[src/sv/llvc_pkg.sv]
// ----------------------------------------------------------------------------
// llvc_pkg
// Types, constants and patterns shared by the line verdict classifier.
// ----------------------------------------------------------------------------
`timescale 1ns / 1ps
`default_nettype none

package llvc_pkg;

    localparam int LLVC_CHAR_W      = 8;
    localparam int LLVC_WIN_LEN     = 14;
    localparam int LLVC_HEAD_LEN    = 6;
    localparam int LLVC_MIN_LEN     = 8;
    localparam int LLVC_CNT_W       = 4;
    localparam int LLVC_NUM_PAT     = 4;
    localparam int LLVC_QUEUE_DEPTH = 2;
    localparam int LLVC_TDATA_W     = 8;

    localparam logic [8*8-1:0]  PAT_GAP_MARK  = {"teach", "_me"};
    localparam logic [14*8-1:0] PAT_RECOGNISE = "recognize-fail";
    localparam logic [10*8-1:0] PAT_SPELL     = "spell-fail";
    localparam logic [8*8-1:0]  PAT_WAV_NONE  = "wav NONE";

    localparam logic [4*8-1:0]  PRE_SCH   = "sch ";
    localparam logic [6*8-1:0]  PRE_BLOCK = "block ";
    localparam logic [6*8-1:0]  PRE_SIGHT = "sight ";
    localparam logic [6*8-1:0]  PRE_PAINT = "paint ";
    localparam logic [6*8-1:0]  PRE_KNOWN = "known ";

    typedef enum logic [2:0] {
        V_HEALTHY   = 3'd0,
        V_TEACH_GAP = 3'd1,
        V_RETEACH   = 3'd2,
        V_DORMANT   = 3'd3,
        V_DAMAGE    = 3'd4
    } t_verdict;

    typedef struct packed {
        logic     valid;
        t_verdict code;
    } t_verdict_beat;

endpackage

`default_nettype wire

[src/sv/log_line_verdict_classifier_top.sv]
// ----------------------------------------------------------------------------
// log_line_verdict_classifier_top
// Classifies text lines, one character per beat, into a verdict code.
//
//   Channel   Direction  Payload                                 End marker
//   s_axis    in         tdata[7:0] ch                           tlast
//   m_axis    out        tdata[2:0] verdict_code, [7:3] zero     none
//
// One character is accepted per cycle while the verdict queue has room.
// The verdict of a line enters the queue with its final character and then
// the output register on m_axis; the queue and output register absorb stalls.
// Reset is synchronous and active low, and clears the line state at once.
// ----------------------------------------------------------------------------
`timescale 1ns / 1ps
`default_nettype none

module log_line_verdict_classifier_top
    import llvc_pkg::*;
#(
    parameter int QUEUE_DEPTH = LLVC_QUEUE_DEPTH
) (
    input  wire logic                    i_clk,
    input  wire logic                    i_rst_n,
    input  wire logic                    i_s_axis_tvalid,
    output logic                         o_s_axis_tready,
    input  wire logic [LLVC_CHAR_W-1:0]  i_s_axis_tdata,   // [7:0] ch
    input  wire logic                    i_s_axis_tlast,
    output logic                         o_m_axis_tvalid,
    input  wire logic                    i_m_axis_tready,
    output logic [LLVC_TDATA_W-1:0]      o_m_axis_tdata    // [2:0] verdict_code
);

    t_verdict_beat push;
    t_verdict_beat head;
    logic          q_full;
    logic          pop;

    llvc_front u_front (
        .i_clk           (i_clk),
        .i_rst_n         (i_rst_n),
        .i_s_axis_tvalid (i_s_axis_tvalid),
        .i_s_axis_tdata  (i_s_axis_tdata),
        .i_s_axis_tlast  (i_s_axis_tlast),
        .o_s_axis_tready (o_s_axis_tready),
        .i_q_full        (q_full),
        .o_push          (push)
    );

    llvc_queue #(
        .DEPTH (QUEUE_DEPTH)
    ) u_queue (
        .i_clk   (i_clk),
        .i_rst_n (i_rst_n),
        .i_push  (push),
        .i_pop   (pop),
        .o_full  (q_full),
        .o_head  (head)
    );

    llvc_back u_back (
        .i_clk           (i_clk),
        .i_rst_n         (i_rst_n),
        .i_head          (head),
        .o_pop           (pop),
        .o_m_axis_tvalid (o_m_axis_tvalid),
        .o_m_axis_tdata  (o_m_axis_tdata),
        .i_m_axis_tready (i_m_axis_tready)
    );

endmodule

`default_nettype wire

[src/sv/llvc_front.sv]
// ----------------------------------------------------------------------------
// llvc_front
// Accepts characters, tracks the window, head and flags, and pushes a
// verdict into the queue on the final character of each line.
// ----------------------------------------------------------------------------
`timescale 1ns / 1ps
`default_nettype none

module llvc_front
    import llvc_pkg::*;
(
    input  wire logic                   i_clk,
    input  wire logic                   i_rst_n,
    input  wire logic                   i_s_axis_tvalid,
    input  wire logic [LLVC_CHAR_W-1:0] i_s_axis_tdata,
    input  wire logic                   i_s_axis_tlast,
    output logic                        o_s_axis_tready,
    input  wire logic                   i_q_full,
    output t_verdict_beat               o_push
);

    localparam int WIN_W  = LLVC_WIN_LEN * LLVC_CHAR_W;
    localparam int HEAD_W = LLVC_HEAD_LEN * LLVC_CHAR_W;

    logic [WIN_W-1:0]        r_win,   n_win;
    logic [HEAD_W-1:0]       r_head,  n_head;
    logic [LLVC_CNT_W-1:0]   r_cnt,   n_cnt;
    logic [LLVC_NUM_PAT-1:0] r_flags, n_flags;
    logic [LLVC_NUM_PAT-1:0] hits;
    logic                    accept;
    logic                    prefix_ok;
    t_verdict                verdict;

    assign o_s_axis_tready = ~i_q_full;
    assign accept          = i_s_axis_tvalid & ~i_q_full;

    // The newest character sits in the lowest byte of the window.
    always_comb begin
        n_win = {r_win[WIN_W-LLVC_CHAR_W-1:0], i_s_axis_tdata};

        hits[0] = (n_win[$bits(PAT_GAP_MARK)-1:0]  == PAT_GAP_MARK);
        hits[1] = (n_win[$bits(PAT_RECOGNISE)-1:0] == PAT_RECOGNISE);
        hits[2] = (n_win[$bits(PAT_SPELL)-1:0]     == PAT_SPELL);
        hits[3] = (n_win[$bits(PAT_WAV_NONE)-1:0]  == PAT_WAV_NONE);
        n_flags = r_flags | hits;

        if (r_cnt < LLVC_CNT_W'(LLVC_MIN_LEN)) begin
            n_cnt = r_cnt + 1'b1;
        end else begin
            n_cnt = r_cnt;
        end

        // The first character of the line is held in the top byte.
        n_head = r_head;
        for (int k = 0; k < LLVC_HEAD_LEN; k++) begin
            if (r_cnt == LLVC_CNT_W'(k)) begin
                n_head[LLVC_CHAR_W*(LLVC_HEAD_LEN-1-k) +: LLVC_CHAR_W] = i_s_axis_tdata;
            end
        end
    end

    always_comb begin
        prefix_ok = (n_head[HEAD_W-1 -: $bits(PRE_SCH)]   == PRE_SCH)   ||
                    (n_head[HEAD_W-1 -: $bits(PRE_BLOCK)] == PRE_BLOCK) ||
                    (n_head[HEAD_W-1 -: $bits(PRE_SIGHT)] == PRE_SIGHT) ||
                    (n_head[HEAD_W-1 -: $bits(PRE_PAINT)] == PRE_PAINT) ||
                    (n_head[HEAD_W-1 -: $bits(PRE_KNOWN)] == PRE_KNOWN);

        if (n_cnt < LLVC_CNT_W'(LLVC_MIN_LEN)) begin
            verdict = V_DAMAGE;
        end else if (n_flags[0]) begin
            verdict = V_TEACH_GAP;
        end else if (n_flags[1] | n_flags[2]) begin
            verdict = V_RETEACH;
        end else if (n_flags[3]) begin
            verdict = V_DORMANT;
        end else if (prefix_ok) begin
            verdict = V_HEALTHY;
        end else begin
            verdict = V_DAMAGE;
        end
    end

    assign o_push = '{valid: accept & i_s_axis_tlast, code: verdict};

    always_ff @(posedge i_clk) begin
        if (!i_rst_n) begin
            r_win   <= '0;
            r_head  <= '0;
            r_cnt   <= '0;
            r_flags <= '0;
        end else if (accept) begin
            if (i_s_axis_tlast) begin
                r_win   <= '0;
                r_head  <= '0;
                r_cnt   <= '0;
                r_flags <= '0;
            end else begin
                r_win   <= n_win;
                r_head  <= n_head;
                r_cnt   <= n_cnt;
                r_flags <= n_flags;
            end
        end
    end

endmodule

`default_nettype wire

[src/sv/llvc_queue.sv]
// ----------------------------------------------------------------------------
// llvc_queue
// Small verdict queue that decouples the classifier from the output stage.
// ----------------------------------------------------------------------------
`timescale 1ns / 1ps
`default_nettype none

module llvc_queue
    import llvc_pkg::*;
#(
    parameter int DEPTH = LLVC_QUEUE_DEPTH
) (
    input  wire logic          i_clk,
    input  wire logic          i_rst_n,
    input  wire t_verdict_beat i_push,
    input  wire logic          i_pop,
    output logic               o_full,
    output t_verdict_beat      o_head
);

    localparam int PTR_W = (DEPTH > 1) ? $clog2(DEPTH) : 1;
    localparam int CNT_W = $clog2(DEPTH + 1);

    t_verdict            r_mem [DEPTH];
    logic [PTR_W-1:0]    r_wr, n_wr;
    logic [PTR_W-1:0]    r_rd, n_rd;
    logic [CNT_W-1:0]    r_cnt, n_cnt;
    logic                do_push;
    logic                do_pop;

    assign o_full = (r_cnt == CNT_W'(DEPTH));
    assign o_head = '{valid: (r_cnt != '0), code: r_mem[r_rd]};

    assign do_push = i_push.valid & ~o_full;
    assign do_pop  = i_pop & o_head.valid;

    always_comb begin
        n_wr  = r_wr;
        n_rd  = r_rd;
        n_cnt = r_cnt;
        if (do_push) begin
            n_wr = (r_wr == PTR_W'(DEPTH - 1)) ? '0 : r_wr + 1'b1;
        end
        if (do_pop) begin
            n_rd = (r_rd == PTR_W'(DEPTH - 1)) ? '0 : r_rd + 1'b1;
        end
        if (do_push && !do_pop) begin
            n_cnt = r_cnt + 1'b1;
        end else if (do_pop && !do_push) begin
            n_cnt = r_cnt - 1'b1;
        end
    end

    always_ff @(posedge i_clk) begin
        if (!i_rst_n) begin
            r_wr  <= '0;
            r_rd  <= '0;
            r_cnt <= '0;
        end else begin
            r_wr  <= n_wr;
            r_rd  <= n_rd;
            r_cnt <= n_cnt;
        end
    end

    always_ff @(posedge i_clk) begin
        if (do_push) begin
            r_mem[r_wr] <= i_push.code;
        end
    end

endmodule

`default_nettype wire

[src/sv/llvc_back.sv]
// ----------------------------------------------------------------------------
// llvc_back
// Output register that takes verdicts from the queue and presents them
// on the master stream.
// ----------------------------------------------------------------------------
`timescale 1ns / 1ps
`default_nettype none

module llvc_back
    import llvc_pkg::*;
(
    input  wire logic                    i_clk,
    input  wire logic                    i_rst_n,
    input  wire t_verdict_beat           i_head,
    output logic                         o_pop,
    output logic                         o_m_axis_tvalid,
    output logic [LLVC_TDATA_W-1:0]      o_m_axis_tdata,
    input  wire logic                    i_m_axis_tready
);

    logic     r_valid;
    t_verdict r_code;

    assign o_pop           = i_head.valid & (~r_valid | i_m_axis_tready);
    assign o_m_axis_tvalid = r_valid;
    assign o_m_axis_tdata  = {{(LLVC_TDATA_W-$bits(t_verdict)){1'b0}}, r_code};

    always_ff @(posedge i_clk) begin
        if (!i_rst_n) begin
            r_valid <= 1'b0;
        end else if (o_pop) begin
            r_valid <= 1'b1;
        end else if (i_m_axis_tready) begin
            r_valid <= 1'b0;
        end
    end

    always_ff @(posedge i_clk) begin
        if (o_pop) begin
            r_code <= i_head.code;
        end
    end

endmodule

`default_nettype wire

[config.mk]
export PLATFORM = sky130hd
export DESIGN_NAME = log_line_verdict_classifier_top
export DESIGN_NICKNAME = d
export VERILOG_FILES = /design/src/sv/llvc_pkg.sv /design/src/sv/log_line_verdict_classifier_top.sv /design/src/sv/llvc_front.sv /design/src/sv/llvc_queue.sv /design/src/sv/llvc_back.sv
export SDC_FILE = /design/constraint.sdc
export NUM_CORES = 1
export LEC_CHECK = 0
export BUFFER_PORTS_ARGS = -buffer_cell sky130_fd_sc_hd__buf_2
export CAP_MARGIN = 0
export CORE_UTILIZATION = 60
export CTS_CLUSTER_SIZE = 10
export DETAILED_ROUTE_END_ITERATION = 6
export GPL_ROUTABILITY_DRIVEN = 0
export PLACE_DENSITY = 0.77
export SLEW_MARGIN = 20
export SYNTH_ARGS = -nofsm -noshare
export SYNTH_HDL_FRONTEND = slang
export SYNTH_SLANG_ARGS = --single-unit
[constraint.sdc]
create_clock -name i_clk -period 3.1 [get_ports i_clk]
set_input_delay 0.465 -clock i_clk [delete_from_list [all_inputs] [get_ports i_clk]]
set_output_delay 0.465 -clock i_clk [all_outputs]
set_load 0.01 [all_outputs]
Yosys cells after proc, flatten, opt, wreduce, memory -nomap -nowiden --
Memory sizes are Yosys's and may differ from the RTL's. A register that Yosys moved wholly into a read port is not among the register bits. Cells that the tools add are included.
Cells by class: $add $sub $neg 5, magnitude comparators 2, equality and inequality tests 15, multiplexer cells 24, bitwise logic cells 10, reduce and logical (&&, ||, !) cells 12
Operators by type and width (number):
- $eq A48 B47 Y1 const B | 4
- $eq A64 B63 Y1 const B | 2
- $eq A112 B111 Y1 const B | 1
- $mux W104 | 1
- $eq A80 B79 Y1 const B | 1
- $mux W48 | 1
- $mux W8 | 6
- $eq A32 B31 Y1 const B | 1
- $mux W3 | 5
- $mux W4 | 3
- $eq A4 B2 Y1 const B | 2
- $eq A4 B3 Y1 const B | 2
- $lt A4 B4 Y1 const B | 2
- $mux W1 | 6
- $reduce_bool A2 Y1 | 3
- $and A1 B1 Y1 | 5
- $add A4 B1 Y4 const B | 1
- $eq A4 B1 Y1 const B | 1
- $logic_not A4 Y1 | 1
- $logic_or A1 B1 Y1 | 4
- $mux W2 | 2
- $or A4 B4 Y4 | 1
- $add A1 B1 Y1 const B | 2
- $add A2 B1 Y2 const B | 1
- other kinds (6) | 10
Word-level totals: register bits 165, RAM bits 6, input bits 13, output and inout bits 10, word-level logic and storage cells 77, memories kept 1
Memories:
- u_queue.r_mem | depth 2, bits a word 3, read ports 1, clocked after Yosys merged registers in 1, write ports 1, line llvc_queue.sv:24 | t_verdict r_mem [DEPTH];

Longest topological paths before layout --
word-level depth 12, depth in mapped cells 10, mapped depth without buffers 9

Modules after synthesis --
A second synthesis with hierarchy kept.
Unflattened totals: cell total of the unflattened synthesis 929, area total of the unflattened synthesis 8371.8 um^2
Modules (own cells, without submodules):
- llvc_front | times used 1, cells each 881, area an instance 7748.7 um^2, sequential area each 3203.1 um^2
- llvc_queue | times used 1, cells each 35, area an instance 444.2 um^2, sequential area each 280.3 um^2
- llvc_back | times used 1, cells each 13, area an instance 178.9 um^2, sequential area each 110.1 um^2

Worst setup path after synthesis --
Ideal clock, no wire load.
path kind reg2reg, start register u_front.r_cnt[1], end memory u_queue.r_mem[0][2] in the netlist's numbering, data pin, setup time 0.259 ns, data arrival time 2.089 ns, data required time 2.841 ns, path slack 0.752 ns, cell stages (with the launch flop) 9, buffers on the path 0, clock period less this slack 2.348 ns, path through dfxtp_1 -> inv_1 -> ha_1 -> nor3b_1 -> mux2i_1 -> or4b_1 -> a211oi_2 -> o21ai_1 -> a31o_1
RTL lines:
- start, declared | line llvc_front.sv:27 | logic [LLVC_CNT_W-1:0] r_cnt, n_cnt;
- start signal, assigned | line llvc_front.sv:101 | r_cnt <= n_cnt;
- end, declared | line llvc_queue.sv:24

==> flow_metrics.env <==
export IMPL_synth_fa_ha_area_share_pct=0.753
export IMPL_path_clk_slew_ns=0.06
export IMPL_cp_max_fo=17
export IMPL_ys_seq_area_share_pct=43.0
export IMPL_synth_ff_latch_count=174
export IMPL_grt_max_degree=83
export IMPL_ys_flop_type="dfxtp_1"
export IMPL_finalPower_mw=5.26
export IMPL_synth_simple_area_share_pct=32.1
export IMPL_drive_gt1_share_pct=8.28
export IMPL_syn_area_sq_um=8310
export IMPL_port_buffers=17
export IMPL_drt_pass1_iterations=5
export IMPL_status="finished clean"
export IMPL_synthArstFlopShare_pct=0
export IMPL_post_cts_buffers=0
export IMPL_initial_utilization_pct=62.0
export IMPL_synth_xor_area_share_pct=0.316
export IMPL_nets=923
export IMPL_p_sw_share_pct=26.9
export IMPL_synth_top_cell_by_area="dfxtp_1"
export IMPL_final_design_area_no_fill_sq_um=9020
export IMPL_startpoint_type="flip-flop"
export IMPL_syn_inst=927
export IMPL_skew_ns=0.00951
export IMPL_cp_data_required_time_ns=3.27
export IMPL_clock_latency_ns=0.43
export IMPL_drt_initial_drc_count=821
export IMPL_overflow=0
export IMPL_ctsResizeCount=0
export IMPL_std_cell_rows=42
export IMPL_cts_buffer_depth=2
export IMPL_cts_hold_buf=0
export IMPL_power_density_nw_per_um2=583
export IMPL_drc=0
export IMPL_yosys_top_cells_area="dfxtp_1 40%, a21boi_0 9.4%, nand3b_1 9.1%"
export IMPL_maxSlewViolCount=0
export IMPL_fmax_mhz=355
export IMPL_fin_crit_sh_pct=90.8
export IMPL_vdd_drop_max_mv=0.446
export IMPL_numCtsBuffers=17
export IMPL_synth_top_family_by_area="simple AND/OR/NAND/NOR gates"
export IMPL_internal_power_mw=3.84
export IMPL_power_share_clock_pct=41.7
export IMPL_fin_tns_setup_ns=0
export IMPL_antenna_found_initial=1
export IMPL_worstSetupPathType="flip-flop to flip-flop"
export IMPL_synth_edf_count=9
export IMPL_core_area_sq_um=13400
export IMPL_holdWs_ns=0.440
export IMPL_grt_pass1_wl_um=32800
export IMPL_ant_nets=0
export IMPL_yosys_area_top_type_share_pct=39.8
export IMPL_worst_pin_slew_ns=0.881
export IMPL_synth_mux_area_share_pct=2.14
export IMPL_p_switching_mw=1.42
export IMPL_grt_pass1_vias=6501
export IMPL_cts_sinks=174
export IMPL_p_seq_share_pct=45.1
export IMPL_crit_arrival_ns=2.99
export IMPL_max_cap_violations=0
export IMPL_fp_dieW_um=120
export IMPL_rsz0062_at_grt="false"
export IMPL_grt_usage_pct=29.0
export IMPL_worstSetupEndpointType="flip-flop"
export IMPL_synth_common_cells="165 x dfxtp_1, 126 x nand2_1, 104 x a21boi_0"
export IMPL_synth_cell_types=59
export IMPL_wl_per_cell_um=18.5
export IMPL_dpl_cell_area_sq_um=8410
export IMPL_p_comb_share_pct=13.2
export IMPL_area_growth_syn_to_layout_pct=8.57
export IMPL_hold_viol_final=0
export IMPL_die_area_sq_um=14300
export IMPL_synth_most_common_cell="dfxtp_1"
export IMPL_setup_viol=0
export IMPL_syn_avg_cell_area_sq_um=8.96
export IMPL_synth_compound_gate_area_share_pct=17.4
export IMPL_final_util_pct=67.3
export IMPL_cts_root_buf="clkbuf_16"
export IMPL_cts_tree="built"
export IMPL_via_per_inst=6.32
export IMPL_via_count=6925
export IMPL_period_needed_ns=2.82
export IMPL_p_leak_nw=2.78
export IMPL_slew_headroom_pct=41.2
export IMPL_ios=23
export IMPL_h_tree_depth=4
export IMPL_wl_um=20200
export IMPL_die_h_um=120
export IMPL_ys_warn_count=0
export IMPL_dpl_hpwl_um=13300
export IMPL_hp_class="input port to flip-flop"
==> power by group through the flow <==
stage	clock network, mW	registers [mW]	logic, mW
2_1_floorplan	0	2.41	0.510
3_3_place_gp	0	2.41	0.659
3_5_place_dp	0	2.42	0.679
4_1_cts	2.22	2.37	0.683
5_1_grt	2.32	2.38	0.750
6_report	2.20	2.37	0.693
==> metrics by stage <==
step | cells | worst slack (ns)
after detailed placement | 1062 | 0.318
after floorplan | 931 | 0.752
after global routing | 1095 | 0.153
after global placement | 1062 | 0.371
after CTS | 1094 | 0.332
final | 1095 | 0.284
==> per-layer routing <==
metal  global-route usage [%]  vias up  share of wire, %
met4                     12.3        0               2.9
met5                        0        -                 0
li1                         -     3265                 -
met3                     6.94       53               5.6
met1                     37.0     3366                43
met2                     46.9      241                48
==> cells in the final DEF (no fill, tap or decap), drive strengths merged, types with 9 or more instances in the layout <==
| master | synthesis | final |
|---|---|---|
| edfxtp | 9 | 9 |
| nor4bb | 15 | 15 |
| a22oi | 48 | 48 |
| clkbuf | 56 | 19 |
| nand3b | 102 | 102 |
| nor2 | 35 | 35 |
| inv | 11 | 15 |
| nor3 | 18 | 18 |
| a21oi | 11 | 11 |
| nand4 | 12 | 12 |
| mux2i | 11 | 11 |
| nand2 | 126 | 126 |
| nand3 | 10 | 10 |
| dfxtp | 165 | 165 |
| nor4b | 10 | 10 |
| o21ai | 17 | 17 |
| nor3b | 13 | 13 |
| buf | 16 | 27 |
| a21boi | 104 | 104 |
| nor2b | 63 | 63 |
==> kinds of logic after synthesis <==
kind of cell	Yosys count
AOI/OAI and AO/OA	200
muxes	17
other	1
buffers and inverters	83
adders and majority gates	5
and+or+nand+nor	444
xor gates and xnor gates	3
DFF	174
==> worst paths after layout <==
path | startpoint | end | slack, ns | cells after the start
max | u_front.r_cnt[1] | u_queue.r_mem[1][2] | 0.28 | 8
min | i_m_axis_tready | u_back.o_m_axis_tvalid | 0.44 | 3
max reg2reg | u_front.r_cnt[1] | u_queue.r_mem[1][2] | 0.28 | 8
min reg2reg | u_front.r_win[102] | u_front.r_win[102] | 0.47 | 2
==> flip-flops by register name (all words and copies together), names as in the netlist <==
signal                  count
u_queue.r_mem               6
u_front.r_cnt               4
u_queue.r_rd                1
u_front.r_flags             4
u_front.r_win             104
u_back.r_code               3
u_queue.r_wr                1
u_front.r_head             48
u_back.o_m_axis_tvalid      1
u_queue.r_cnt               2
==> area by class of cell <==
type | instances | area (sq um)
clock inverter | 13 | 158
multi-input combinational | 674 | 4410
tap | 176 | 220
antenna | 1 | 2.50
sequential | 174 | 3570
fill | 1063 | 4380
inverter | 11 | 41.3
timing repair buffer | 27 | 163
clock buffer | 19 | 453
==> critical path, cell delays in order, from the launching register on <==
cell	delay, ns
dfxtp_1	0.42
ha_1	0.23
nor3b_4	0.60
mux2i_1	0.20
a211oi_2	0.29
nand3_1	0.11
nor4b_1	0.30
o21ai_1	0.16
a31o_1	0.25
(Power assumes the default switching activity.)
